--- config.mk ---
export PLATFORM = sky130hd
export DESIGN_NAME = swbs_ram
export DESIGN_NICKNAME = d
export VERILOG_FILES = /design/src/hw/rtl/swbs_ram.sv
export SDC_FILE = /design/constraint.sdc
export NUM_CORES = 1
export LEC_CHECK = 0
export BUFFER_PORTS_ARGS = -buffer_cell sky130_fd_sc_hd__clkbuf_2
export CORE_ASPECT_RATIO = 0.5
export CORE_MARGIN = 8
export CORE_UTILIZATION = 52
export CTS_CLUSTER_DIAMETER = 150
export DETAILED_ROUTE_END_ITERATION = 12
export GPL_TIMING_DRIVEN = 0
export PLACE_DENSITY = 0.74
export SETUP_SLACK_MARGIN = 0.1
export SYNTH_ARGS = -nofsm -noshare
export SYNTH_HDL_FRONTEND = slang
export SYNTH_SLANG_ARGS = --single-unit
export TNS_END_PERCENT = 1
--- constraint.sdc ---
create_clock -name i_clk -period 2.16 [get_ports i_clk]
set_clock_uncertainty 0.15 [all_clocks]
set_input_delay 0.432 -clock i_clk [delete_from_list [all_inputs] [get_ports i_clk]]
set_output_delay 0.432 -clock i_clk [all_outputs]
set_load 0.02 [all_outputs]
--- src/hw/rtl/swbs_ram.sv ---
module swbs_ram #(
    parameter int WIDTH = 8,
    parameter int DEPTH = 16
) (
    input  logic                     i_clk,
    input  logic                     i_we,
    input  logic [$clog2(DEPTH)-1:0] i_waddr,
    input  logic [WIDTH-1:0]         i_wdata,
    input  logic                     i_re,
    input  logic [$clog2(DEPTH)-1:0] i_raddr,
    output logic [WIDTH-1:0]         o_rdata
);

    logic [WIDTH-1:0] r_mem [DEPTH];
    logic [WIDTH-1:0] r_rdata;

    always_ff @(posedge i_clk) begin
        if (i_we) begin
            r_mem[i_waddr] <= i_wdata;
        end
        if (i_re) begin
            r_rdata <= r_mem[i_raddr];
        end
    end

    assign o_rdata = r_rdata;

endmodule

# --- Word level (Yosys, flattened, before mapping) ---
# Memory sizes are Yosys's and may differ from the RTL's. A register that Yosys moved wholly into a read port is not among the register bits.
# Cells that the tools add are included.
totals:
  reg_bits: 0
  ramBits: 128
  output_inout_bits: 8
  wordCells: 3
  mem_count: 1
op_classes:
  mux: 2
mem_list:
  columns: ["memory", "depth", "word_bits", "rd", "rd_ports_with_merged_regs", "wr", "line", "rtl"]
  rows:
  - ["r_mem", 16, 8, 1, 1, 1, "14", "logic [WIDTH-1:0] r_mem [DEPTH];"]
ops:
  columns: ["op", "n"]
  rows:
  - ["$mux 1", 2]

# --- Depth between registers and ports, before layout ---
# Gate-level depths: netlist of run 1.
depth:
  word_depth: 2
  depth_mapped: 5
  ltp_nobuf: 3

# --- Least setup slack after synthesis of run 1 ---
# No wires, ideal clock.
synth_path:
  path_type: "in2reg"
  from: "input i_waddr[2]"
  to: "memory r_mem[0][0] (enable)"
  t_arrival_ns: 1.542
  required_time_ns: 1.627
  path_slack_ns: 0.085
  path_stages: 2
  n_path_buf: 0
  path_cell_list: "or3b_2 -> nor3_1"
synth_lines:
  columns: ["element", "line", "rtl"]
  rows:
  - ["from (decl)", "7", "input logic [$clog2(DEPTH)-1:0] i_waddr,"]
  - ["to (decl)", "14", null]
# No word-level cell before the write port.

# --- Worst setup path after layout of run 1 ---
layout_path:
  from: "input i_waddr[2]"
  to: "memory r_mem[2][2] (enable)"
# No word-level cell before the write port.

==> results, run 1 <==
- For the final routed database, the setup TNS stands at 0 ps.
- Summed over all layers, the routed wires come to 10500 µm.
- The ratio of final minimum period to clock period is 87.4%.
- After floorplanning, the core was sized to cover 9990 µm².
- The number of nets in the synthesized netlist is 248.
- The library cell used most frequently in the layout, excluding fill and tap cells, is edfxtp_1.
- In this run the static leakage power is 0.00203 µW.
- By startpoint and endpoint, the worst setup path is classified as in2reg.
- The signal on the critical path passes through clkbuf_2 -> or3b_2 -> nor2_1.
- The number of max-capacitance violations reported is 0.
- The floorplan has 26 rows.
- Setup repair after global routing left no endpoint under its margin.
- The per-instance average area after synthesis is 22.8 µm².
- The share of post-route cells with drive strength above 1 is 28.8%.
- The number of nets still failing antenna checks after routing is 0.
- The final count of hold timing violations came to 0.
- Setup slack closes at 272 ps.
- Fill cells in the final layout number 740.
- The net switching power figure is 1200 µW.
- After detailed routing, the number of remaining DRC violations is 0.
- Clock-pin slew was measured on the worst setup and hold paths at 50 ps.
- The number of warnings reported in the yosys synthesis log is 0.
- The slew at the pin closest to its max-slew limit is 1360 ps.
- Measured along the y axis, the die boundary spans 86.9 µm.
- Global routing used 24.2% of the available met1 tracks.
- The clock passes through at most 2 buffers.
- On the worst path, the slowest cell contributes a delay of 710 ps.
- The global-route wire length before repair is 15400 µm.
- The final number of max-transition violations is 0.
- The number of buffers inserted by port buffering is 25.
- The tree is rooted in a clkbuf_16.
- The number of storage elements in the synthesis netlist is 136.
- The buffer count from post-CTS setup fixing is 0.
- The number of antenna diodes in the final layout is 0.
- The combinational fraction of design power is 4.8%.
- The relative max-transition margin is 8.33%.
- In the layout the commonest cells are edfxtp_1 (136), clkbuf_2 (25), mux4_2 (18).
- After detailed routing, the number of vias per cell comes to 5.82.
- The die outline width is 158 µm.
- The total of hold buffers inserted after clock tree synthesis is 0.
- The clock reaches the later pin of the worst-skew pair after 410 ps.
- For this design the ratio of total power to cell area is 994 nW/µm².
- The worst setup slack after placement is -242 ps.
- The achievable frequency is 530 MHz.
- The initial antenna violation count is 0.
- The number of library cell types mapped by synthesis is 18.
- The post-synthesis sequential area ratio is 78.1%.
- At the worst endpoint, the required time is 2050 ps.
- The cell internal power dissipation is 4880 µW.
- The sequential group share of total power is 49.2%.
- The startpoint class of the critical path is an input port.
- The number of clock sinks is 136.
- The length of the first detailed-routing pass in iterations is 4.
- Summing every instance area after synthesis gives 5230 µm².
- After detailed routing, the average wire length per cell comes to 24.8 µm.
- The synthesis-to-layout area growth is 16.9%.
- The number of setup violations in the final report is 0.
- The congestion estimate from routability-driven global placement came to 0.759.
- The leftover overflow at the end of global routing is 0.
- Of the total power, the share spent switching nets is 19.7%.
- The worst setup path is captured at a register.
- In the final layout, the multi-input gates occupy 1070 µm².
- The min-delay analysis places its worst path in the category in2reg.
- The via count of the first global-routing pass was 2508.
- For this run, global-route usage on met2 was measured as 21.9%.
- TritonCTS built the clock tree.
- Summed over all nets, the half-perimeter wirelength after detailed placement is 6850 µm.
- The met3 capacity usage during global routing is 5.89%.
- The kind of cell adding the most delay to the critical path is simple AND/OR/NAND/NOR gates.
- The largest net degree at the start of global routing is 17.
- The share of total power dissipated in the clock network is 46.0%.
- The final net count is 292.
- The top-level port count is 27.
- Once the clock tree was built, the resizer swapped 0 gates to a different size.
- Across the whole layout, storage elements account for 4080 µm².
- Once the floorplan was initialized, standard cells occupied 52.3% of the core.
- For this design, the slowest cell found on the critical path is nor2_1.
- The number of buffers and inverters on the critical path is 1.
- The final route contains 2473 vias.
- STA puts the critical path data arrival time at 1780 ps.
- Counting every instance in the synthesized netlist gives 229.
- The final period demand of the worst path is 1890 ps.
- The biggest fanout along the worst timing path is 8.
- Across the VDD grid, the largest voltage drop is 0.630 mV.
- The number of design-rule violations left by the first detailed-router iteration is 249.
- The minimum hold slack is 285 ps.
- The layer carrying the most global-route usage is met1.
- The number of levels in the clock H-tree is 4.
- Global routing used 16.5% of the available tracks across all layers.
- The die covers 13700 µm².
- The number of clock buffers added by TritonCTS is 17.
- The flow ran to the end, and the final reports show no timing, DRC or antenna violations.
-- Yosys cell counts --
cell type / number / area share (%)
edfxtp_1: 136 / 78
mux4_2: 18 / 7.8
a22oi_1: 16 / 2.3
mux4_1: 14 / 7.0
nor2_1: 13 / 0.93
nand2_1: 9 / 0.65
nor3_1: 4 / 0.38
buf_2: 3 / 0.29
buf_6: 3 / 0.65
clkdlybuf4s25_2: 3 / 0.57
nand2b_1: 2 / 0.24
nand3b_1: 2 / 0.29
and2_1: 1 / 0.12
and2b_1: 1 / 0.14
buf_4: 1 / 0.14
nand3_1: 1 / 0.096
nor2b_1: 1 / 0.12
or3b_2: 1 / 0.17
-- worst register-to-register path: cells and delay by family, from the launching register on --
| kind | cells | cell delay [ps] |
|---|---|---|
| AO/OA/AOI/OAI | 1 | 220 |
| flip-flops | 1 | 370 |
| multiplexers | 1 | 480 |
| AND/OR/NAND/NOR | 1 | 140 |
-- path summary, 6_finish.rpt --
path,from,end,slack [ps],cells after the start
setup / recovery,i_waddr[2],r_mem[2][2]$_DFFE_PP_,270,3
hold / removal,i_wdata[7],r_mem[7][7]$_DFFE_PP_,290,1
setup reg to reg,r_mem[11][7]$_DFFE_PP_,o_rdata[7]$_DFFE_PP_,540,3
hold reg to reg,r_mem[8][2]$_DFFE_PP_,o_rdata[2]$_DFFE_PP_,610,3
-- metrics by stage --
step	total power [µW]	area, µm²	utilization (%)	cells
after floorplan	3210	5230	-	229
after global routing	6240	6110	61.2	425
final	6070	6110	61.2	425
after CTS	6100	6110	61.1	425
after global placement	3320	5530	55.4	394
after detailed placement	3330	5540	55.4	394
-- registers in the layout, summed over array words and instances (netlist names) --
name / count
r_mem: 128
o_rdata: 8
-- cell families after synthesis --
family	count (synthesis)	share of synthesized area, %
buffers and inverters	10	1.65
and+or+nand+nor	35	3.14
DFF	136	78.1
AOI/OAI and AO/OA	16	2.30
muxes	32	14.8
-- power by group through the flow --
stage	registers [µW]	logic [µW]	clock network [µW]
2_1_floorplan	3060	150	0
3_3_place_gp	3040	282	0
3_5_place_dp	3040	291	0
4_1_cts	2990	293	2820
5_1_grt	2990	310	2930
6_report	2990	291	2790
-- final cells by class --
class                   count  share of cell area (%)
flip-flops and latches    136                    66.8
well taps                 140                    2.87
repair buffers             25                    2.05
clock buffers              20                    7.15
clock inverters            11                    2.15
multi-input cells          83                    17.5
plain buffers              10                    1.41
-- per-layer routing --
layer,vias to the layer above,wire length (µm)
met4,0,121
met3,13,1010
met2,99,4540
li1,1070,-
met1,1291,4870
met5,-,0
(Power assumes the default switching activity.)
==> run 2: changes to the inputs <==
- CTS_BUF_LIST: unset -> sky130_fd_sc_hd__clkbuf_2
- clock period: 2.16 -> 1.6 ns (I/O delays scaled with it)
==> run 2 against run 1 <==
Effect of this change:
- via count grew 1.9%
- largest power group unchanged
- largest cell class unchanged
- combinational power is 63% higher
- hold slack got worse by 300 ps
- critical path depth fell by 2
- global-route usage is 0.24 points higher
- power up 11%
- the run now ends with hold timing, setup timing left
==> results, run 2 (synthesized netlist as in run 1, its figures left out) <==
- The run finished, with violations left.
- The final reports fail on hold timing, setup timing.
- The final count of hold timing violations is 6.
- The slew at the pin closest to its max-slew limit is 970 ps.
- The number of buffers inserted during clock tree synthesis is 17.
- Buffers added to address setup during post-CTS repair amount to 0.
- In the final layout, the share of cells above drive strength 1 is 39.4%.
- Using the TritonRoute via totals, the vias-per-cell ratio works out to 5.76.
- The largest net degree at the start of global routing is 17.
- Across all register-to-register paths, the minimum setup slack is 20 ps.
- The via count of the first global-routing pass is 2516.
- The final period demand of the worst path is 1730 ps.
- The clock passes through at most 2 buffers.
- Global routing finished with a remaining overflow of 0.
- For this block, the routed nets add up to 10600 µm of wire.
- The worst setup path is launched from a register.
- The number of clock sinks is 136.
- The longest individual stage delay on the worst path is 430 ps.
- The worst-case vdd ir drop is 0.684 mV.
- The cell family contributing the most delay on the critical path is flip-flops.
- Final hold analysis gives a worst-case slack of -10.8 ps.
- Among all stages on the critical path, the largest delay is contributed by edfxtp_1.
- The number of antenna diodes in the final layout is 0.
- Static timing analysis puts the maximum clock frequency at 580 MHz.
- The count of buffer and inverter cells on the critical path is 1.
- Routability-driven placement finished with a final weighted congestion of 0.764.
- The number of buffers inserted by port buffering is 25.
- The length of the first detailed-routing pass in iterations is 4.
- The synthesis-to-layout area growth is 14.9%.
- After layout, the worst path uses 108% of the clock period.
- In this run the vertical extent of the chip is 86.9 µm.
- Net switching is 22.9% of the power.
- The number of flip-flops in the largest register is 128.
- After detailed routing, the average wire length per cell comes to 24.3 µm.
- The final net count is 303.
- The summed negative setup slack over all endpoints is -801 ps.
- TritonCTS built the clock tree.
- Leaving out fill and tap cells, the most frequent cells in the layout are edfxtp_1 (136), clkbuf_2 (35), mux4_2 (31).
- For this design the ratio of total power to cell area is 1130 nW/µm².
- The register with the highest flop count is r_mem.
- The type of the setup path with the least slack is reg2out.
- The top-level port count is 27.
- The floorplan has 26 rows.
- The static leakage power is 0.00193 µW.
- The internal portion of the total power is 5220 µW.
- The signal on the critical path passes through buf_2.
- The clock edge transition at the registers on the reported setup and hold paths is 200 ps.
- Max-cap violations in this run came to 0.
- The min-delay analysis places its worst path in the category in2reg.
- The biggest fanout along the worst timing path is 1.
- Once the floorplan was initialized, standard cells occupied 52.3% of the core.
- The insertion delay of the later-clocked pin in the worst-skew pair is 660 ps.
- The finished cells cover 6010 µm².
- Of the total power, the clock network draws 33.5%.
- The minimum setup slack in the final design is -125 ps.
- The number of setup violations in the final report is 8.
- The count of nets left with antenna violations once routing finished came out at 0.
- In this run, post-CTS hold repair placed 11 buffers.
- The number of levels in the clock H-tree is 4.
- The die area is 13700 µm².
- The detailed router placed 2519 vias in this run.
- Setup repair after global routing could not meet its margin everywhere.
- The global-route wire length before repair is 15800 µm.
- The die is 158 µm wide.
- Data arrives at the worst endpoint at 1260 ps.
- The post-placement cell area is 5530 µm².
- The most common library cell in the layout ignoring fill and taps is edfxtp_1.
- The relative max-transition margin is 35.1%.
- In this run the power spent charging and discharging nets is 1550 µW.
- STA classifies the critical path endpoint as a primary output.
- The initial antenna violation count came to 0.
- For this block, the initial DRC count from the detailed router was 253.
- In this run the clock root is driven by a clkbuf_2.
- The final number of max-transition violations came to 0.
- Summed over all nets, the half-perimeter wirelength after detailed placement is 6870 µm.
- The critical path data required time is 1130 ps.
- The placeable core region is 9990 µm².
- The sequential group share of total power is 59.5%.
- In this run, the combinational gates consume 7.0% of the power.
- The DRC violations left is 0.
- Global routing consumed, over all layers together, 16.8% of the routing resources.
-- run 2: cell types whose count changed in the layout (fill, tap and decap cells not counted), sizes merged --
cell         previous run  this run
clkbuf                 45        35
buf                     7        15
clkinvlp                2         4
bufinv                  3         4
dlygate4sd3             0        11
-- run 2: final timing paths --
kind / start / cells after the start / to
worst min-delay path: i_waddr[0] / 2 / r_mem[12][3]$_DFFE_PP_
worst max-delay path: o_rdata[7]$_DFFE_PP_ / 1 / o_rdata[7]
worst max register to register: r_mem[14][6]$_DFFE_PP_ / 3 / o_rdata[6]$_DFFE_PP_
worst min register to register: r_mem[11][7]$_DFFE_PP_ / 3 / o_rdata[7]$_DFFE_PP_
-- run 2: per-layer routing --
layer / up-vias / part of all wire [%] / global-route usage [%]
met3: 5 / 13 / 6.29
met1: 1326 / 43 / 25.3
li1: 1076 / - / -
met4: 0 / 0.45 / 4.12
met5: - / 0 / 0
met2: 112 / 43 / 22.2
-- run 2: cell type report --
class                           instances  area, µm²
Timing Repair Buffer                   36        241
Clock inverter                         14        181
Tap cell                              140        175
Fill cell                             726       3980
Sequential cell                       136       4080
Buffer                                 10        120
Multi-Input combinational cell         83       1110
Clock buffer                           18       90.1
-- run 2: repair_timing --
| action | in CTS | in global routing |
|---|---|---|
| hold endpoints to repair | 147 | 16 |
| resized for setup | 11 | 16 |
| pin swaps | 10 | 2 |
| endpoints found under the setup margin | 25 | 31 |
-- run 2: power by group through the flow --
stage               Sequential, µW  Clock [µW]  Combinational, µW
CTS                           4030        2300                465
finish                        4030        2270                475
floorplan                     4130           0                223
detailed placement            4110           0                426
global route                  4040        2440                508
global placement              4110           0                416
-- run 2: per-stage QoR --
step           worst slack [ps]  std cells  total power [µW]  utilization (%)
4_1_cts                    -175        437              6790             59.8
6_report                   -125        437              6770             60.1
5_1_grt                    -235        437              6990             60.1
2_1_floorplan             -70.4        229              4350                -
3_3_place_gp               -653        394              4520             55.4
3_5_place_dp               -745        394              4540             55.4
==> run 3: changes to the inputs <==
- SETUP_SLACK_MARGIN: 0.1 -> 0.3
==> run 3 against run 2 <==
Effect of this change:
- the run ends with setup timing left
- final cell count down 0.46%
- via count up 1.8%
- hold slack better by 26 ps
- sequential share of layout area up 0.30 points
- fmax up 0.26%
- critical endpoint is now o_rdata[0]
- largest power group unchanged
==> results, run 3 (synthesized netlist as in run 1, its figures left out) <==
- In this run the horizontal extent of the chip is 158 µm.
- The via count of the first global-routing pass was 2495.
- met1 is the most crowded layer.
- The number of buffers inserted by port buffering is 25.
- In this run the deepest clock path goes through 2 buffers.
- The reg-to-reg critical path startpoint is r_mem[4][6]$_DFFE_PP_.
- The setup path with the least slack is of type reg2out.
- The number of flip-flops in the largest register is 128.
- The cell family contributing the most delay on the critical path is flip-flops.
- Cells fill 59.9% of the core in the end.
- The static leakage power is 0.00192 µW.
- The global-route wire length before repair is 15800 µm.
- After detailed routing, the average wire length per cell comes to 24.4 µm.
- The startpoint class of the critical path is a register.
- The final number of max-transition violations came to 0.
- Along the worst hold path, the cell count comes to 2.
- In this run the critical register-to-register path is captured at o_rdata[6]$_DFFE_PP_.
- The longest individual stage delay on the worst path is 450 ps.
- The number of cell instances on the worst register-to-register path is 3.
- Once the clock tree was built, the setup fixing pass inserted 0 buffers.
- Timing analysis after detailed placement gives a worst setup slack of -745 ps.
- The root buffer cell is clkbuf_2.
- The flow ran to the end, but the final reports show violations.
- The share of post-route cells with drive strength above 1 is 39.7%.
- The later pin in the worst-skew pair is clocked with a latency of 650 ps.
- The number of max-capacitance violations reported is 0.
- The register with the most flip-flops in the final layout is r_mem.
- The initial antenna violation count is 0.
- Global routing finished with a remaining overflow of 0.
- Once the floorplan was initialized, standard cells occupied 52.3% of the core.
- STA classifies the critical path endpoint as a primary output.
- The final net count is 301.
- Headroom to the max-slew limit came out at 37.8%.
- The floorplan step defined a core boundary enclosing 9990 µm².
- The routed via count is 2565.
- After layout, the minimum clock period comes to 1720 ps.
- Leaving out fill and tap cells, the most frequent cell in the layout is edfxtp_1.
- Setup repair after global routing could not meet its margin everywhere.
- At the end of routability-driven placement, the weighted congestion stood at 0.764.
- Timing would allow up to 581 MHz.
- For met2 alone, demand over resource in global routing was 22.0%.
- The signal on the critical path passes through buf_6.
- The worst min-delay path category is in2reg.
- Global routing used 6.29% of the available met3 tracks.
- Setup slack on the worst reg-to-reg path comes out at 10 ps.
- The completed layout was analyzed and its total power is 6770 µW.
- For this run, the total global-route usage over all layers was measured as 16.7%.
- IR analysis of the VDD net gives a maximum drop of 0.682 mV.
- The count of buffer and inverter cells on the critical path is 1.
- The fill cell total of the finished layout is 723.
- The die covers 13700 µm².
- The checks that failed: setup timing.
- The final count of hold timing violations is 0.
- The total wire length is 10600 µm.
- The library cells used most frequently in the layout, excluding fill and tap cells, are edfxtp_1 (136), clkbuf_2 (35), mux4_2 (31).
- The fraction of met1 tracks used by global routing is 25.3%.
- The startpoint of the lowest-slack hold path is i_waddr[1].
- The power density relative to cell area is 1130 nW/µm².
- Clock-pin slew was measured on the worst setup and hold paths at 200 ps.
- The detailed router finished its first iteration with 254 violations.
- The number of antenna diodes in the final layout is 0.
- The first detailed-routing pass ran for 5 iterations.
- For this design, the slowest cell found on the critical path is edfxtp_1.
- For the worst setup path, the data required time is 1130 ps.
- The biggest fanout along the worst timing path is 1.
- The H-tree was split into 4 levels.
- The HPWL reported at the end of detailed placement is 6870 µm.
- TritonCTS built the clock tree.
- In this run the count of I/O pins placed on the die edge is 27.
- The slew at the pin closest to its max-slew limit is 930 ps.
- STA puts the critical path data arrival time at 1250 ps.
- The ratio of final minimum period to clock period is 108%.
- The DRC violations left is 0.
- The number of setup violations in the final report is 8.
- Compared with the post-synthesis result, the final layout area differs by 14.4%.
- In this run, post-CTS hold repair placed 9 buffers.
- Using the TritonRoute via totals, the vias-per-cell ratio works out to 5.90.
- The floorplan die height is 86.9 µm.
- The number of clock sinks is 136.
- The number of standard-cell rows in the floorplan is 26.
- Entering global routing, the biggest net connects 17 pins.
- After layout, the worst setup slack is -121 ps.
- The number of buffers inserted during clock tree synthesis is 17.
- The detail route stage leaves a number of antenna-violating nets equal to 0.
- The terminating pin of the worst hold path is r_mem[0][7]$_DFFE_PP_.
[run 3: changes by cell type in the layout (fill, tap and decap cells not counted)]
| cell | change |
|---|---|
| nor3_4 | -1 |
| dlygate4sd3_1 | -2 |
| nor3_2 | +1 |
[run 3: through the flow]
stage          area [µm²]  instances  setup TNS [ps]  hold slack (ps)
3_5_place_dp         5530        394          -50540              561
3_3_place_gp         5530        394          -46370              555
5_1_grt              5980        435           -1700            -51.1
4_1_cts              5950        435           -1250            -54.1
2_1_floorplan        5230        229           -2390              269
6_report             5980        435            -749             15.1
[run 3: repair_timing]
action                                  in CTS  in global routing
endpoints found under the hold margin      144                 12
cloned                                       0                  0
endpoints found under the setup margin      40                 16
pin swaps                                   10                  2
resized for setup                           12                 14
[run 3: metal layers]
| metal | vias up | wire [µm] | share of wire (%) |
|---|---|---|---|
| met3 | 8 | 1100 | 10 |
| met4 | 0 | 94 | 0.89 |
| li1 | 1073 | - | - |
| met5 | - | 0 | 0 |
| met2 | 116 | 4510 | 43 |
| met1 | 1368 | 4900 | 46 |
[run 3: report_power, final]
| group | total (µW) | switching, µW | internal (µW) |
|---|---|---|---|
| Combinational | 471 | 275 | 196 |
| Clock | 2260 | 1250 | 1010 |
| Sequential | 4030 | 19.8 | 4010 |
| Total | 6770 | 1550 | 5220 |
[run 3: worst max path at each step]
stage / from / end / slack [ps] / cells after the start
final: o_rdata[0]$_DFFE_PP_ / o_rdata[0] / -120 / 1
after detailed placement: i_waddr[2] / r_mem[8][1]$_DFFE_PP_ / -750 / 3
after global routing: o_rdata[0]$_DFFE_PP_ / o_rdata[0] / -240 / 1
after CTS: o_rdata[4]$_DFFE_PP_ / o_rdata[4] / -170 / 1
after global placement: i_waddr[2] / r_mem[8][1]$_DFFE_PP_ / -650 / 3
after floorplan: i_raddr[0] / o_rdata[1]$_DFFE_PP_ / -70 / 5
[run 3: layout make-up]
class,count,area (µm²),share of cell area [%]
plain buffers,10,120,2.01
clock buffers,18,90.1,1.51
clock inverters,14,181,3.03
multi-input cells,83,1110,18.5
flip-flops and latches,136,4080,68.3
well taps,140,175,2.93
repair buffers,34,221,3.70
